## src/hdl/kf4_pkg.sv

```systemverilog
// ----------------------------------------------------------------------------
// kf4_pkg
// shared widths, codes and control structs of the four-state kalman filter
// ----------------------------------------------------------------------------
package kf4_pkg;

  // action codes
  localparam logic [1:0] ACT_PREDICT = 2'd0;
  localparam logic [1:0] ACT_UPDATE  = 2'd1;
  localparam logic [1:0] ACT_RESTART = 2'd2;

  // operand and accumulator widths of the shared multiply-accumulate unit
  localparam int OPA_W  = 40;
  localparam int OPB_W  = 33;
  localparam int PROD_W = OPA_W + OPB_W;
  localparam int ACC_W  = 74;

  // divider widths
  localparam int NUM_W     = 65;
  localparam int GAIN_FRAC = 24;
  localparam int DVD_W     = 64 + GAIN_FRAC;
  localparam int DIV_STEPS = DVD_W;
  localparam int CNT_W     = $clog2(DIV_STEPS);

  // accumulator operations
  localparam logic [1:0] MAC_NOP  = 2'd0;
  localparam logic [1:0] MAC_LOAD = 2'd1;
  localparam logic [1:0] MAC_ADD  = 2'd2;
  localparam logic [1:0] MAC_SUB  = 2'd3;

  typedef struct packed {
    logic                    mul;
    logic [1:0]              op;
    logic signed [OPA_W-1:0] a;
    logic signed [OPB_W-1:0] b;
  } mac_cmd_t;

  typedef struct packed {
    logic                    start;
    logic signed [NUM_W-1:0] num;
    logic signed [NUM_W-1:0] den;
  } div_req_t;

  typedef struct packed {
    logic               done;
    logic signed [31:0] quo;
  } div_rsp_t;

endpackage

```

## src/hdl/kf4_mac.sv

```systemverilog
// ----------------------------------------------------------------------------
// kf4_mac
// shared signed multiplier with registered product and accumulator
// ----------------------------------------------------------------------------
module kf4_mac import kf4_pkg::*; (
  input  logic                    clk,
  input  mac_cmd_t                cmd,
  output logic signed [ACC_W-1:0] acc
);

  logic signed [PROD_W-1:0] prod;
  logic signed [ACC_W-1:0]  prod_ext;

  assign prod_ext = ACC_W'(prod);

  always_ff @(posedge clk) begin
    if (cmd.mul) begin
      prod <= cmd.a * cmd.b;
    end
    case (cmd.op)
      MAC_LOAD: acc <= prod_ext;
      MAC_ADD:  acc <= acc + prod_ext;
      MAC_SUB:  acc <= acc - prod_ext;
      default:  acc <= acc;
    endcase
  end

endmodule

```

## config.mk

```make
export PLATFORM = sky130hd
export DESIGN_NAME = kf4_mac
export DESIGN_NICKNAME = d
export VERILOG_FILES = /design/src/hdl/kf4_pkg.sv /design/src/hdl/kf4_mac.sv
export SDC_FILE = /design/constraint.sdc
export NUM_CORES = 2
export LEC_CHECK = 0
export ABC_CLOCK_PERIOD_IN_PS = 8250
export BUFFER_PORTS_ARGS = -buffer_cell sky130_fd_sc_hd__buf_2
export CAP_MARGIN = 20
export CORE_MARGIN = 5
export CORE_UTILIZATION = 55
export CTS_CLUSTER_DIAMETER = 30
export DETAILED_ROUTE_END_ITERATION = 10
export HOLD_SLACK_MARGIN = 0.1
export PLACE_DENSITY = 0.74
export SLEW_MARGIN = 10
export SYNTH_ARGS = -nofsm -noshare
export SYNTH_HDL_FRONTEND = slang
export SYNTH_SLANG_ARGS = --single-unit
```

## constraint.sdc

```tcl
create_clock -name clk -period 8.25 [get_ports clk]
set_input_delay 0.825 -clock clk [delete_from_list [all_inputs] [get_ports clk]]
set_output_delay 0.825 -clock clk [all_outputs]
set_load 0.01 [all_outputs]
```

==> impl_metrics.toml <==
[outcome]
status = "finished clean"

[grt]
grt_max_degree = 75
antenna_found_initial = 3
grt_pass1_vias = 47600
grt.total_usage_pct = 30.0
grt_pass1_wl_um = 258000
grt.overflow.total = 0

[synthesis]
yosysTopAreaCell = "fa_1"
synth-async-reset-ratio_pct = 0
synth_top_area_share_pct = 48.4
syn_avg_cell_area_sq_um = 9.18
synth-warning-count = 0
synthDistinctLibCells = 81
syn-num-nets = 7893
seq_area_frac_synth_pct = 7.82
yosysMostFrequentCell = "inv_1"
yosys_most_used_dff = "edfxtp_1"
syn_area_sq_um = 56400
synth_area_leaders = "fa_1, inv_1, edfxtp_1"
postSynthRegisterBits = 147
synth_common_cells = "inv_1, fa_1, nand2_1"
synth_edf_count = 147
syn_inst = 6148

[detailed_routing]
wl_um = 161000
via_per_inst = 5.54
num_vias = 43900
drt_iter0_markers = 3718
drc = 0
ant_nets = 0
drt_first_pass_iters = 5
wl_per_cell_um = 20.3

[run]
cap_violations = 0

[cells_and_area]
area_growth_pct = 13.3
fin_nets = 8273
drive_gt1_share_pct = 13.6
n_fill_cell = 8326
regArea_sq_um = 4410
multi_input_area_sq_um = 46100

[placement]
routabilityCongestion = 0.955
dp_slack_ps = -559
hpwl_um = 139000
port_buffers = 150

[setup_path]
worst_ep_required_time_ps = 8430
r2r_start = "prod[21]"
rr_worst_depth = 19
critPathMaxFanout = 12
crit_arrival_ps = 8230
rrSetupSlack_ps = 1760
rr_endpoint = "acc[71]"
cp-end-kind = "flip-flop"
critical_path_class = "input pin to flip-flop"
cpMaxStageDelayCell = "fa_1"
crit_top_cell = "fa_1"
crit_start = "cmd[19]"
critPathMaxStageDelay_ps = 570
cp-start-kind = "input pin"

[die]
die_w_um = 330
die_h_um = 330
core_sq_um = 102000
dieArea_sq_um = 109000
io_pins = 151
row_count = 117
start_util_pct = 55.4

[hold_path]
worstHoldPathType = "flip-flop to flip-flop"
hp-start = "prod[55]"
worstHoldPathCells = 1
whs_endpoint = "acc[55]"

[clocking]
cts.clk_slew.worst_paths_ps = 70
clock_latency_ps = 450
cts-htree-levels = 4
root_buffer = "clkbuf_16"
cts_tree = "done"
postCtsHoldBufs = 0
cts_inserted_buffers = 17
clkSinkCount = 147
clockBufferDepth = 2

[timing]
setup_viol = 0
slew_headroom_pct = 28.0
finalCritPeriodShare_pct = 97.5
slew_violations = 0
worst_slack_ps = 206
worstMarginPinSlew_ps = 1080
fin_skew_ps = 12.8
finalHoldViolCount = 0
fin_crit_ps = 8040
max_freq_mhz = 124
repair_timing:
item                       in CTS  in global routing
cloned                          0                  3
hold endpoints to repair        0                  0
buffers inserted                0                 22
pin swaps                       2                115
resized for setup               5                322
setup endpoints to repair       6                 18
per-layer routing:
| layer | track usage [%] | wire (um) |
|---|---|---|
| met1 | 43.2 | 66400 |
| met2 | 46.9 | 72700 |
| met3 | 6.22 | 16700 |
| met4 | 8.72 | 5140 |
| met5 | 0 | 13 |
flip-flops by register name (all words and copies together), names as in the netlist:
register,flops
prod,73
acc,74
area by class of cell:
type                       instances  area share (%)
multi-input combinational       4281            72.1
timing repair buffer             677            9.16
inverter                        1404            8.25
sequential                       147            6.91
tap                             1368            2.68
clock buffer                      17           0.666
clock inverter                    15           0.258
antenna                            4          0.0157
placed cells by master, fill, tap and decap left out, types with 53 or more instances in the layout:
master    synthesis  routed
a21oi_1         177     163
o21ai_0          85      78
ha_1            305     286
nand2_1        1004    1001
buf_6             1      53
buf_2             0      92
a21o_1           86      86
xnor2_1         133     133
nor2_1          143     142
xor2_1           80      80
fa_1           1363    1341
buf_4             1     453
and2_1          415     409
inv_1          1403    1388
edfxtp_1        147     147
mux2_2           54      54
metrics by stage:
step	hold WS [ps]	TNS, ps	cells	utilization (%)	instance area [sq um]
CTS	638	0	7888	61.5	62700
finish	632	0	7913	62.7	63900
detailed placement	620	-6990	7856	60.9	62100
global placement	623	-5090	7856	60.9	62100
floorplan	560	0	6148	-	56500
global route	672	-199	7910	62.7	63900
worst max-delay path by stage:
stage | endpoint | slack [ps] | depth (start not counted)
3_5_place_dp | prod[70] | -560 | 29
5_1_grt | prod[70] | -70 | 28
3_3_place_gp | prod[66] | -450 | 30
4_1_cts | prod[71] | 9 | 30
6_report | prod[70] | 210 | 25
2_1_floorplan | prod[72] | 1 | 24
kinds of logic after synthesis:
family	synth area share, %
DFF	7.82
muxes	1.13
adders and majority gates	55.1
and+or+nand+nor	14.7
buffers and inverters	11.5
AOI/OAI and AO/OA	6.39
xor gates and xnor gates	3.33
critical path, delay by kind of cell:
kind                     cells  cell delay, ps
AO/OA/AOI/OAI                7            1570
XOR/XNOR                     1             130
adder cells (fa/ha/maj)      9            4320
buffers and inverters        5             660
AND/OR/NAND/NOR              3             710
Power is not shown: default switching activity piles up to over one toggle a cycle in this logic, so the estimate is an artifact.
