### src/hdl/kf4_pkg.sv
// ----------------------------------------------------------------------------
// kf4_pkg
// shared widths, codes and control structs of the four-state kalman filter
// ----------------------------------------------------------------------------
package kf4_pkg;

  // action codes
  localparam logic [1:0] ACT_PREDICT = 2'd0;
  localparam logic [1:0] ACT_UPDATE  = 2'd1;
  localparam logic [1:0] ACT_RESTART = 2'd2;

  // operand and accumulator widths of the shared multiply-accumulate unit
  localparam int OPA_W  = 40;
  localparam int OPB_W  = 33;
  localparam int PROD_W = OPA_W + OPB_W;
  localparam int ACC_W  = 74;

  // divider widths
  localparam int NUM_W     = 65;
  localparam int GAIN_FRAC = 24;
  localparam int DVD_W     = 64 + GAIN_FRAC;
  localparam int DIV_STEPS = DVD_W;
  localparam int CNT_W     = $clog2(DIV_STEPS);

  // accumulator operations
  localparam logic [1:0] MAC_NOP  = 2'd0;
  localparam logic [1:0] MAC_LOAD = 2'd1;
  localparam logic [1:0] MAC_ADD  = 2'd2;
  localparam logic [1:0] MAC_SUB  = 2'd3;

  typedef struct packed {
    logic                    mul;
    logic [1:0]              op;
    logic signed [OPA_W-1:0] a;
    logic signed [OPB_W-1:0] b;
  } mac_cmd_t;

  typedef struct packed {
    logic                    start;
    logic signed [NUM_W-1:0] num;
    logic signed [NUM_W-1:0] den;
  } div_req_t;

  typedef struct packed {
    logic               done;
    logic signed [31:0] quo;
  } div_rsp_t;

endpackage

### src/hdl/kf4_div.sv
// ----------------------------------------------------------------------------
// kf4_div
// radix-2 restoring divider for the gain, quotient scaled by 2^24, saturating
// ----------------------------------------------------------------------------
module kf4_div import kf4_pkg::*; (
  input  logic     clk,
  input  logic     rst,
  input  div_req_t req,
  output div_rsp_t rsp
);

  logic             busy;
  logic             done;
  logic [CNT_W-1:0] cnt;
  logic [DVD_W-1:0] dvd;
  logic [63:0]      rem;
  logic [63:0]      dsr;
  logic [31:0]      q;
  logic             ovf;
  logic             neg;

  logic [NUM_W-1:0] num_abs;
  logic [NUM_W-1:0] den_abs;
  logic [64:0]      rem_sh;
  logic [64:0]      rem_sub;
  logic             qb;

  assign num_abs = req.num[NUM_W-1] ? NUM_W'(-req.num) : NUM_W'(req.num);
  assign den_abs = req.den[NUM_W-1] ? NUM_W'(-req.den) : NUM_W'(req.den);
  assign rem_sh  = {rem, dvd[DVD_W-1]};
  assign rem_sub = rem_sh - {1'b0, dsr};
  assign qb      = (rem_sh >= {1'b0, dsr});

  always_ff @(posedge clk) begin
    if (rst) begin
      busy <= 1'b0;
      done <= 1'b0;
    end else begin
      done <= 1'b0;
      if (req.start) begin
        busy <= 1'b1;
        cnt  <= '0;
        dvd  <= {num_abs[63:0], {GAIN_FRAC{1'b0}}};
        dsr  <= den_abs[63:0];
        rem  <= '0;
        q    <= '0;
        ovf  <= 1'b0;
        neg  <= req.num[NUM_W-1] ^ req.den[NUM_W-1];
      end else if (busy) begin
        rem <= qb ? rem_sub[63:0] : rem_sh[63:0];
        q   <= {q[30:0], qb};
        ovf <= ovf | q[31];
        dvd <= {dvd[DVD_W-2:0], 1'b0};
        cnt <= cnt + 1'b1;
        if (cnt == CNT_W'(DIV_STEPS - 1)) begin
          busy <= 1'b0;
          done <= 1'b1;
        end
      end
    end
  end

  // saturate to the signed 32-bit gain range
  always_comb begin
    rsp.done = done;
    if (ovf || q[31]) begin
      rsp.quo = neg ? 32'sh8000_0000 : 32'sh7fff_ffff;
    end else begin
      rsp.quo = neg ? -$signed(q) : $signed(q);
    end
  end

endmodule

### config.mk
export PLATFORM = sky130hd
export DESIGN_NAME = kf4_div
export DESIGN_NICKNAME = d
export VERILOG_FILES = /design/src/hdl/kf4_pkg.sv /design/src/hdl/kf4_div.sv
export SDC_FILE = /design/constraint.sdc
export NUM_CORES = 1
export LEC_CHECK = 0
export ABC_AREA = 1
export CORE_MARGIN = 5
export CORE_UTILIZATION = 35
export DETAILED_ROUTE_END_ITERATION = 7
export DONT_BUFFER_PORTS = 1
export GPL_ROUTABILITY_DRIVEN = 0
export PLACE_DENSITY_LB_ADDON = 0.05
export SYNTH_ARGS = -nofsm -noshare
export SYNTH_HDL_FRONTEND = slang
export SYNTH_SLANG_ARGS = --single-unit
### constraint.sdc
create_clock -name clk -period 11 [get_ports clk]
set_input_delay 1.1 -clock clk [delete_from_list [all_inputs] [get_ports clk]]
set_output_delay 1.1 -clock clk [all_outputs]
set_load 0.1 [all_outputs]
==> flow_summary_export.csv, run 1 <==
group,metric,value,unit
outcome,outcome,"complete, no violations",
timing,slew_viol_final,0,
floorplanning,placement_rows,90,
floorplanning,initial_core_util,35.23,%
clock_network,clock-sinks,235,
setup_path,kind_of_end_point_of_the_critical_path,"output port",
setup_path,worst_ep_arrival_time,3.59,ns
setup_path,path_max_fanout,24,
logic_synthesis,ys_warn_count,0,
logic_synthesis,synth-edff-count,233,
timing,max_freq,213.1,MHz
floorplanning,placeable_core_region,0.06013,mm^2
logic_synthesis,syn_area,0.02118,mm^2
logic_synthesis,syn-num-nets,3513,
global_route,grt_pass1_wl,112500,um
setup_path,startpoint_type,"flip-flop",
detailed_routing,num_vias,19951,
power,pwr_density_cell,137.1,mW/mm^2
setup_path,worst_setup_path_startpoint,"neg$_DFFE_PP_",
timing,period_share,42.66,%
global_route,grt_antenna_before_repair,4,
timing,slew_headroom,18.87,%
clock_network,htreeDepth,1,
hold_path,worstHoldPathType,"flip-flop to flip-flop",
timing,hold_slack,0.5161,ns
logic_synthesis,synthTopCellsByArea,"sky130_fd_sc_hd__edfxtp_1 (33%), sky130_fd_sc_hd__nand2_1 (20%), sky130_fd_sc_hd__inv_1 (10%)",
logic_synthesis,postSynthRegisterBits,235,
global_route,grt_max_degree,95,
setup_path,critical_path_required,9.90,ns
setup_path,worst_r2r_start,"dsr[58]$_DFFE_PP_",
cells_and_area,share_of_post_route_cells_with_drive_strength_above_1,4.864,%
hold_path,min-delay-start,"busy$_SDFF_PP0_",
detailed_routing,first_iter_violations,1543,
clock_network,clock_tree.buffer_depth,3,
logic_synthesis,synth_top_area_cell,"sky130_fd_sc_hd__edfxtp_1",
power,leakagePower,0.01140,uW
flow_run,max-cap-violations,0,
timing,grt_setup_unrepaired,"no",
clock_network,clockRootBuffer,"sky130_fd_sc_hd__clkbuf_16",
floorplanning,die-area,0.06554,mm^2
power,vdd_ir_drop_max,0.1099,mV
logic_synthesis,synth-async-reset-ratio,0,%
global_route,grt_pass1_vias,19435,
clock_network,ctsHoldBuffers,0,
logic_synthesis,synthesis.area_per_instance,6.398,um^2
logic_synthesis,yosysUniqueCellTypes,45,
cells_and_area,antenna_cell_count,0,
logic_synthesis,ys.flop_type,"sky130_fd_sc_hd__edfxtp_1",
timing,min_period,4.692,ns
floorplanning,die_y,256.0,um
timing,timing.final.setup_violations,0,
global_route,grt_overflow,0,
floorplanning,design.portCount,166,
detailed_routing,post_drt_via_cell_ratio,4.876,
detailed_routing,firstDrtPassIters,6,
logic_synthesis,yosys.cell_count.top_type,"sky130_fd_sc_hd__nand2_1",
cells_and_area,finish.net_count,3488,
clock_network,postCtsResizedCells,0,
timing,finClkSkew,0.01248,ns
logic_synthesis,synthTopCellsByCount,"sky130_fd_sc_hd__nand2_1 (1135), sky130_fd_sc_hd__inv_1 (591), sky130_fd_sc_hd__nor2_1 (483)",
placement,io_buffers,0,
logic_synthesis,synth_largest_type_area_fraction,33.03,%
logic_synthesis,netlist_instances,3311,
timing,setup-tns-final,0,ns
global_route,gr_util_all_layers,21.43,%
setup_path,crit_type,"flip-flop to output port",
floorplanning,chipWidth,256.0,um
clock_network,tritoncts_clock_tree,"done",
clock_network,clock_transition_at_the_registers_of_the_reported_paths,0.06,ns
clock_network,numCtsBuffers,30,
timing,timing_worst_slew_pin_value,1.216,ns
detailed_routing,wire_per_inst,17.84,um
logic_synthesis,post_synthesis_sequential_area_ratio,33.22,%
placement,post-dp-hpwl,59210,um
detailed_routing,wl,73000,um
cells_and_area,area_delta_synth_final,8.901,%
detailed_routing,drt_drc_violations_left,0,
clock_network,post-cts-setup-buffer-count,0,
detailed_routing,ant_nets_after_route,0,
clock_network,clock_latency,0.58,ns
timing,hold_viol,0,
## sequential cells by signal (all words and copies together), names as in the netlist
| signal | cells |
|---|---|
| busy | 1 |
| neg | 1 |
| dsr | 64 |
| q | 32 |
| done | 1 |
| ovf | 1 |
| dvd | 64 |
| rem | 64 |
| cnt | 7 |
## path summary, 6_finish.rpt
path,cells past startpoint,slack (ns),endpoint
worst min-delay path,2,0.52,done$_SDFF_PP0_
worst max-delay path,5,6.31,rsp[18]
worst max register to register,14,6.93,rem[25]$_SDFFCE_PP0P_
worst min register to register,2,0.52,done$_SDFF_PP0_
## per-layer routing
layer,GRT usage (%),vias up,share of wire (%)
li1,-,10176,-
met1,31.31,9161,49
met2,33.51,514,43
met3,3.611,100,5.9
met4,4.483,0,2.3
met5,0,-,0
## through the flow
step	setup WS, ns	cell area, um^2	instances	util, %	total power [uW]
after global routing	6.021	23070	4092	38.36	3363
after floorplan	0.8716	21180	3311	-	1934
after CTS	6.221	23070	4092	38.36	3198
final	6.308	23070	4092	38.36	3162
after global placement	6.905	22100	4036	36.75	2197
after detailed placement	6.850	22100	4036	36.75	2194
## where the power goes
part | total [uW] | switching [uW] | leakage [uW] | internal (uW)
clock | 981 | 394 | 0.000471 | 587
combinational | 1060 | 768 | 0.00867 | 295
sequential | 1120 | 32.7 | 0.00225 | 1090
total | 3160 | 1190 | 0.0114 | 1970
## area by class of cell
type | instances | area [um^2]
Clock buffer | 42 | 817.0
Fill cell | 6717 | 37060
Inverter | 611 | 2296
Sequential cell | 235 | 7037
Timing Repair Buffer | 12 | 90.09
Tap cell | 782 | 978.4
Clock inverter | 14 | 151.4
Multi-Input combinational cell | 2396 | 11700
## cell families (layout without fill, tap and decap cells)
family | count (synthesis) | after routing | share of synthesized area, %
AND/OR/NAND/NOR | 1991 | 1991 | 39.20
buffers and inverters | 680 | 679 | 12.37
flip-flops | 235 | 235 | 33.22
AO/OA/AOI/OAI | 178 | 178 | 4.560
XOR/XNOR | 158 | 158 | 6.533
adder cells (fa/ha/maj) | 69 | 69 | 4.111
## worst max-delay path, stage by stage (launching register included)
cell,delay (ns)
sky130_fd_sc_hd__edfxtp_1,0.82
sky130_fd_sc_hd__inv_1,0.37
sky130_fd_sc_hd__o21ai_0,0.43
sky130_fd_sc_hd__a21oi_1,0.15
sky130_fd_sc_hd__o21ai_0,0.30
sky130_fd_sc_hd__xor2_2,0.94
## layout by cell type (no fill, tap or decap), types with 14 or more instances in the layout
| cell | n |
|---|---|
| sky130_fd_sc_hd__nand4_1 | 55 |
| sky130_fd_sc_hd__a21oi_1 | 61 |
| sky130_fd_sc_hd__nor4_1 | 14 |
| sky130_fd_sc_hd__inv_1 | 590 |
| sky130_fd_sc_hd__nor2_2 | 42 |
| sky130_fd_sc_hd__ha_1 | 68 |
| sky130_fd_sc_hd__nand2_1 | 1135 |
| sky130_fd_sc_hd__nand3b_1 | 56 |
| sky130_fd_sc_hd__edfxtp_1 | 233 |
| sky130_fd_sc_hd__xor2_2 | 15 |
| sky130_fd_sc_hd__inv_2 | 19 |
| sky130_fd_sc_hd__o21ai_0 | 71 |
| sky130_fd_sc_hd__nor2_1 | 481 |
| sky130_fd_sc_hd__nor3_1 | 42 |
| sky130_fd_sc_hd__xor2_1 | 129 |
| sky130_fd_sc_hd__nand3_1 | 135 |
| sky130_fd_sc_hd__a31oi_1 | 21 |
| sky130_fd_sc_hd__clkbuf_16 | 31 |
(Power assumes the default switching activity.)
==> run 2, diff against run 1 <==
- clock period: 11 -> 4.5 ns (I/O delays scaled with it)
==> flow_summary_export.csv, run 2 (synthesis gave the netlist of run 1 again) <==
group,metric,value,unit
floorplanning,die_y,256.0,um
cells_and_area,share_of_post_route_cells_with_drive_strength_above_1,5.581,%
setup_path,crit_path_max_incr_delay,0.35,ns
cells_and_area,post_route_cell_area,0.02335,mm^2
placement,placed_cell_area,0.02227,mm^2
detailed_routing,wire_per_inst,17.41,um
global_route,grt_max_degree,100,
floorplanning,placeable_core_region,0.06013,mm^2
timing,period_share,81.86,%
setup_path,worst_setup_path_startpoint,"q[0]$_SDFFCE_PP0P_",
flow_run,max-cap-violations,0,
detailed_routing,first_iter_violations,1500,
setup_path,cp_slowest_cell,"sky130_fd_sc_hd__edfxtp_1",
clock_network,numCtsBuffers,31,
floorplanning,chipWidth,256.0,um
global_route,grt_overflow,0,
detailed_routing,wl,71620,um
setup_path,worst_path_most_repeated_cell,"sky130_fd_sc_hd__inv_1",
power,vdd_ir_drop_max,0.2985,mV
hold_path,min-delay-start,"req[65]",
detailed_routing,firstDrtPassIters,5,
detailed_routing,num_vias,20055,
global_route,grt_pass1_wl,111200,um
clock_network,clockRootBuffer,"sky130_fd_sc_hd__clkbuf_16",
setup_path,worst_r2r_start,"dsr[53]$_DFFE_PP_",
clock_network,clock_tree.buffer_depth,3,
cells_and_area,layout.filler_cells,6665,
detailed_routing,post_drt_via_cell_ratio,4.874,
timing,grt_setup_unrepaired,"no",
detailed_routing,ant_nets_after_route,0,
setup_path,crit_type,"flip-flop to output port",
detailed_routing,drt_drc_violations_left,0,
timing,hold_viol,0,
cells_and_area,reg.largest.list,"dsr: 64 flops, dvd: 64 flops, rem: 64 flops",
global_route,gr_util_all_layers,21.14,%
clock_network,clock-sinks,235,
floorplanning,placement_rows,90,
power,p_total,7902,uW
power,leakagePower,0.01156,uW
cells_and_area,final_core_utilization,38.83,%
timing,slew_headroom,23.35,%
timing,setup-tns-final,0,ns
floorplanning,die-area,0.06554,mm^2
cells_and_area,final_common_cell,"sky130_fd_sc_hd__nand2_1",
setup_path,path_max_fanout,4,
setup_path,crit_buf_inv,4,
setup_path,critical_path_required,4.05,ns
setup_path,worst_ep_arrival_time,3.23,ns
timing,timing_worst_slew_pin_value,1.150,ns
clock_network,tritoncts_clock_tree,"done",
power,pwr_density_cell,338.4,mW/mm^2
cells_and_area,area_delta_synth_final,10.24,%
placement,io_buffers,0,
setup_path,kind_of_end_point_of_the_critical_path,"output port",
global_route,grt_pass1_vias,19602,
clock_network,postCtsResizedCells,0,
cells_and_area,final_cell_mix,"sky130_fd_sc_hd__nand2_1 (1135), sky130_fd_sc_hd__inv_1 (590), sky130_fd_sc_hd__nor2_1 (481), sky130_fd_sc_hd__edfxtp_1 (233), sky130_fd_sc_hd__nand3_1 (135)",
outcome,outcome,"complete, no violations",
hold_path,worstHoldPathType,"input pin to flip-flop",
setup_path,startpoint_type,"flip-flop",
timing,slew_viol_final,0,
timing,max_freq,271.5,MHz
cells_and_area,finish.net_count,3513,
clock_network,htreeDepth,1,
timing,finClkSkew,0.01432,ns
placement,post-dp-hpwl,58180,um
floorplanning,design.portCount,166,
setup_path,critical-path-top-delay-family,"compound AO/OA/AOI/OAI gates",
global_route,grt_antenna_before_repair,0,
timing,timing.final.setup_violations,0,
timing,min_period,3.684,ns
cells_and_area,antenna_cell_count,0,
clock_network,clock_latency,0.58,ns
floorplanning,initial_core_util,35.23,%
clock_network,clock_transition_at_the_registers_of_the_reported_paths,0.05,ns
setup_path,critical_path.cell_chain,"inv_1 > ha_1 > inv_1 > nor3_1 > nand3_1 > nand2_1 > o21ai_0 > a21oi_1 > o21ai_0 > inv_1 > nand2_1 > xnor2_2 > buf_4",
## run 2: cell types whose count changed in the layout (fill, tap and decap cells not counted), sizes merged
cell	delta
buf	+21
dlygate4sd3	+3
bufinv	+2
clkinv	-2
clkbuf	-1
clkinvlp	+1
inv	-1
## run 2: metal layers
metal  global-route usage (%)  routed length (um)  vias up
met2                    32.98               30980      527
met4                    5.277                1952        0
met3                    3.403                4330       90
met1                    30.72               34360     9204
met5                        0                   0        -
li1                         -                   -    10234
## run 2: worst reg2reg max path, delay by kind of cell (launching register included)
family / cells / cell delay (ns)
and+or+nand+nor: 11 / 1.28
adders and majority gates: 1 / 0.33
DFF: 1 / 0.36
buffers and inverters: 3 / 0.81
## run 2: timing repair
| action | 4_1_cts | 5_1_grt |
|---|---|---|
| hold buffers | 3 | 0 |
| setup buffers | 0 | 0 |
| hold endpoints to repair | 2 | 0 |
## run 2: per-stage QoR
stage	std cells	worst slack, ns	hold WS (ns)
floorplan	3311	0.4919	0.4793
global placement	4057	1.458	0.5040
detailed placement	4057	1.388	0.5136
CTS	4115	0.7285	0.01340
global route	4115	0.4887	0.02698
finish	4115	0.8165	0.05538
## run 2: final cells by class
class | count | area, um^2 | share of cell area (%)
repair buffers | 36 | 290.3 | 1.243
clock inverters | 14 | 217.7 | 0.9323
inverters | 611 | 2296 | 9.832
multi-input cells | 2396 | 11700 | 50.10
well taps | 782 | 978.4 | 4.190
clock buffers | 41 | 833.3 | 3.569
flip-flops and latches | 235 | 7037 | 30.13
## run 2: path summary, 6_finish.rpt
check	endpoint	slack [ns]	cells after the start
hold reg to reg	dvd[80]$_DFFE_PP_	0.52	2
setup reg to reg	rem[17]$_SDFFCE_PP0P_	1.48	15
hold / removal	dvd[24]$_SDFFCE_PN0P_	0.06	2
setup / recovery	rsp[22]	0.82	13
## run 2: power breakdown
group	switching [uW]	internal (uW)	leakage (uW)
registers	76.4	2660	0.00225
logic	1870	751	0.00879
clock network	969	1580	0.000508
total	2910	4990	0.0116
==> run 3, diff against run 2 <==
- clock period: 4.5 -> 3.52 ns (I/O delays scaled with it)
==> flow_summary_export.csv, run 3 (synthesis gave the netlist of run 1 again) <==
group,metric,value,unit
cells_and_area,area_delta_synth_final,13.34,%
setup_path,startpoint_type,"flip-flop",
timing,max_freq,309.2,MHz
floorplanning,die_y,256.0,um
timing,min_period,3.234,ns
power,pwr_density_cell,423.6,mW/mm^2
timing,timing.final.setup_violations,0,
timing,slew_viol_final,0,
hold_path,holdPathStages,1,
floorplanning,chipWidth,256.0,um
timing,setup-tns-final,0,ns
power,p_total,10170,uW
cells_and_area,final_common_cell,"sky130_fd_sc_hd__nand2_1",
floorplanning,initial_core_util,35.23,%
floorplanning,die-area,0.06554,mm^2
setup_path,path_max_fanout,4,
placement,io_buffers,0,
clock_network,clock_transition_at_the_registers_of_the_reported_paths,0.06,ns
timing,final_critical_path_setup_slack,0.2858,ns
clock_network,clock_tree.buffer_depth,3,
detailed_routing,num_vias,20483,
detailed_routing,drt_drc_violations_left,0,
global_route,gr_util_all_layers,21.98,%
global_route,grt_pass1_wl,115600,um
setup_path,crit_type,"flip-flop to output port",
global_route,grt_antenna_before_repair,2,
power,vdd_ir_drop_max,0.3609,mV
clock_network,numCtsBuffers,30,
timing,slew_headroom,37.28,%
clock_network,clock_latency,0.59,ns
detailed_routing,wl,74820,um
global_route,grt_overflow,0,
cells_and_area,antenna_cell_count,0,
cells_and_area,multi_input_area,0.01171,mm^2
placement,post-dp-hpwl,59130,um
flow_run,max-cap-violations,0,
cells_and_area,reg.largest.list,"dsr: 64 flops, dvd: 64 flops, rem: 64 flops",
clock_network,clockRootBuffer,"sky130_fd_sc_hd__clkbuf_16",
global_route,grt_pass1_vias,19927,
cells_and_area,final_cell_mix,"sky130_fd_sc_hd__nand2_1 (1135), sky130_fd_sc_hd__inv_1 (589), sky130_fd_sc_hd__nor2_1 (481), sky130_fd_sc_hd__edfxtp_1 (233), sky130_fd_sc_hd__nand3_1 (135)",
setup_path,kind_of_end_point_of_the_critical_path,"output port",
timing,period_share,91.88,%
global_route,grt_max_degree,142,
floorplanning,design.portCount,166,
clock_network,tritoncts_clock_tree,"done",
timing,hold_slack,0.03651,ns
cells_and_area,layout.filler_cells,6583,
detailed_routing,ant_nets_after_route,0,
timing,timing_worst_slew_pin_value,0.9409,ns
timing,grt_setup_unrepaired,"no",
outcome,outcome,"complete, no violations",
detailed_routing,wire_per_inst,17.97,um
setup_path,worst_ep_arrival_time,2.88,ns
cells_and_area,finish.net_count,3560,
timing,finClkSkew,0.01296,ns
power,leakagePower,0.01182,uW
detailed_routing,first_iter_violations,1648,
floorplanning,placeable_core_region,0.06013,mm^2
setup_path,critical_path_required,3.17,ns
setup_path,reg2reg_depth,14,
cells_and_area,seq_area,0.007037,mm^2
placement,pre_cts_slack,0.4812,ns
clock_network,htreeDepth,1,
cells_and_area,share_of_post_route_cells_with_drive_strength_above_1,6.004,%
clock_network,clock-sinks,235,
detailed_routing,post_drt_via_cell_ratio,4.920,
detailed_routing,firstDrtPassIters,6,
timing,hold_viol,0,
hold_path,worstHoldPathType,"input pin to flip-flop",
floorplanning,placement_rows,90,
==> run 3: cell count changes in the layout (fill, tap and decap cells not counted), sizes merged <==
cell / before / now
clkbuf: 41 / 36
inv: 611 / 609
clkinv: 7 / 13
dlygate4sd3: 3 / 37
bufinv: 5 / 4
clkinvlp: 2 / 5
buf: 33 / 46
==> run 3: metal layers <==
layer	track usage [%]	wire length (um)	vias up	share of wire, %
met3	2.446	4357	96	5.8
met1	32.11	35890	9484	48
met2	34.97	32630	581	44
li1	-	-	10322	-
met5	0	0	-	0
met4	5.322	1946	0	2.6
==> run 3: metrics by stage <==
stage	area, um^2	cells	utilization (%)
final	24010	4163	39.93
after global routing	24010	4163	39.93
after global placement	22590	4068	37.56
after floorplan	21230	3311	-
after CTS	23990	4161	39.89
after detailed placement	22590	4068	37.56
==> run 3: layout make-up <==
class	count	share of cell area (%)
timing repair buffer	83	4.055
clock inverter	19	0.9329
tap	782	4.075
multi-input combinational	2396	48.76
sequential	235	29.31
clock buffer	36	3.221
inverter	611	9.621
timing repair inverter	1	0.02085
==> run 3: final timing paths <==
check / startpoint / endpoint / slack, ns
setup reg to reg: dsr[55]$_DFFE_PP_ / rem[7]$_SDFFCE_PP0P_ / 0.52
setup / recovery: q[0]$_SDFFCE_PP0P_ / rsp[22] / 0.29
hold reg to reg: dvd[76]$_DFFE_PP_ / dvd[77]$_DFFE_PP_ / 0.52
hold / removal: req[64] / dsr[40]$_DFFE_PP_ / 0.04
==> run 3: critical path, stage by stage, from the launching register on <==
cell and delay (ns):
sky130_fd_sc_hd__edfxtp_1 0.35, sky130_fd_sc_hd__inv_1 0.13, sky130_fd_sc_hd__ha_1 0.18, sky130_fd_sc_hd__inv_1 0.06, sky130_fd_sc_hd__nor3_2 0.18, sky130_fd_sc_hd__nand3_1 0.11
sky130_fd_sc_hd__nand2_1 0.10, sky130_fd_sc_hd__o21ai_0 0.20, sky130_fd_sc_hd__a21oi_2 0.22, sky130_fd_sc_hd__o21ai_1 0.18, sky130_fd_sc_hd__inv_1 0.09, sky130_fd_sc_hd__nand2_1 0.08
sky130_fd_sc_hd__xnor2_2 0.19, sky130_fd_sc_hd__buf_12 0.20
==> run 3: power breakdown <==
part           switching (uW)  internal, uW
logic                    2470          1070
registers                 101          3390
clock network            1270          1860
total                    3840          6330
==> run 3: repair_timing <==
action                                  CTS  global route
buffers inserted                          0             1
gates resized for setup                   2             2
endpoints found under the hold margin    98             0
hold buffers                             38             0
endpoints found under the setup margin    3             7
cloned                                    0             1
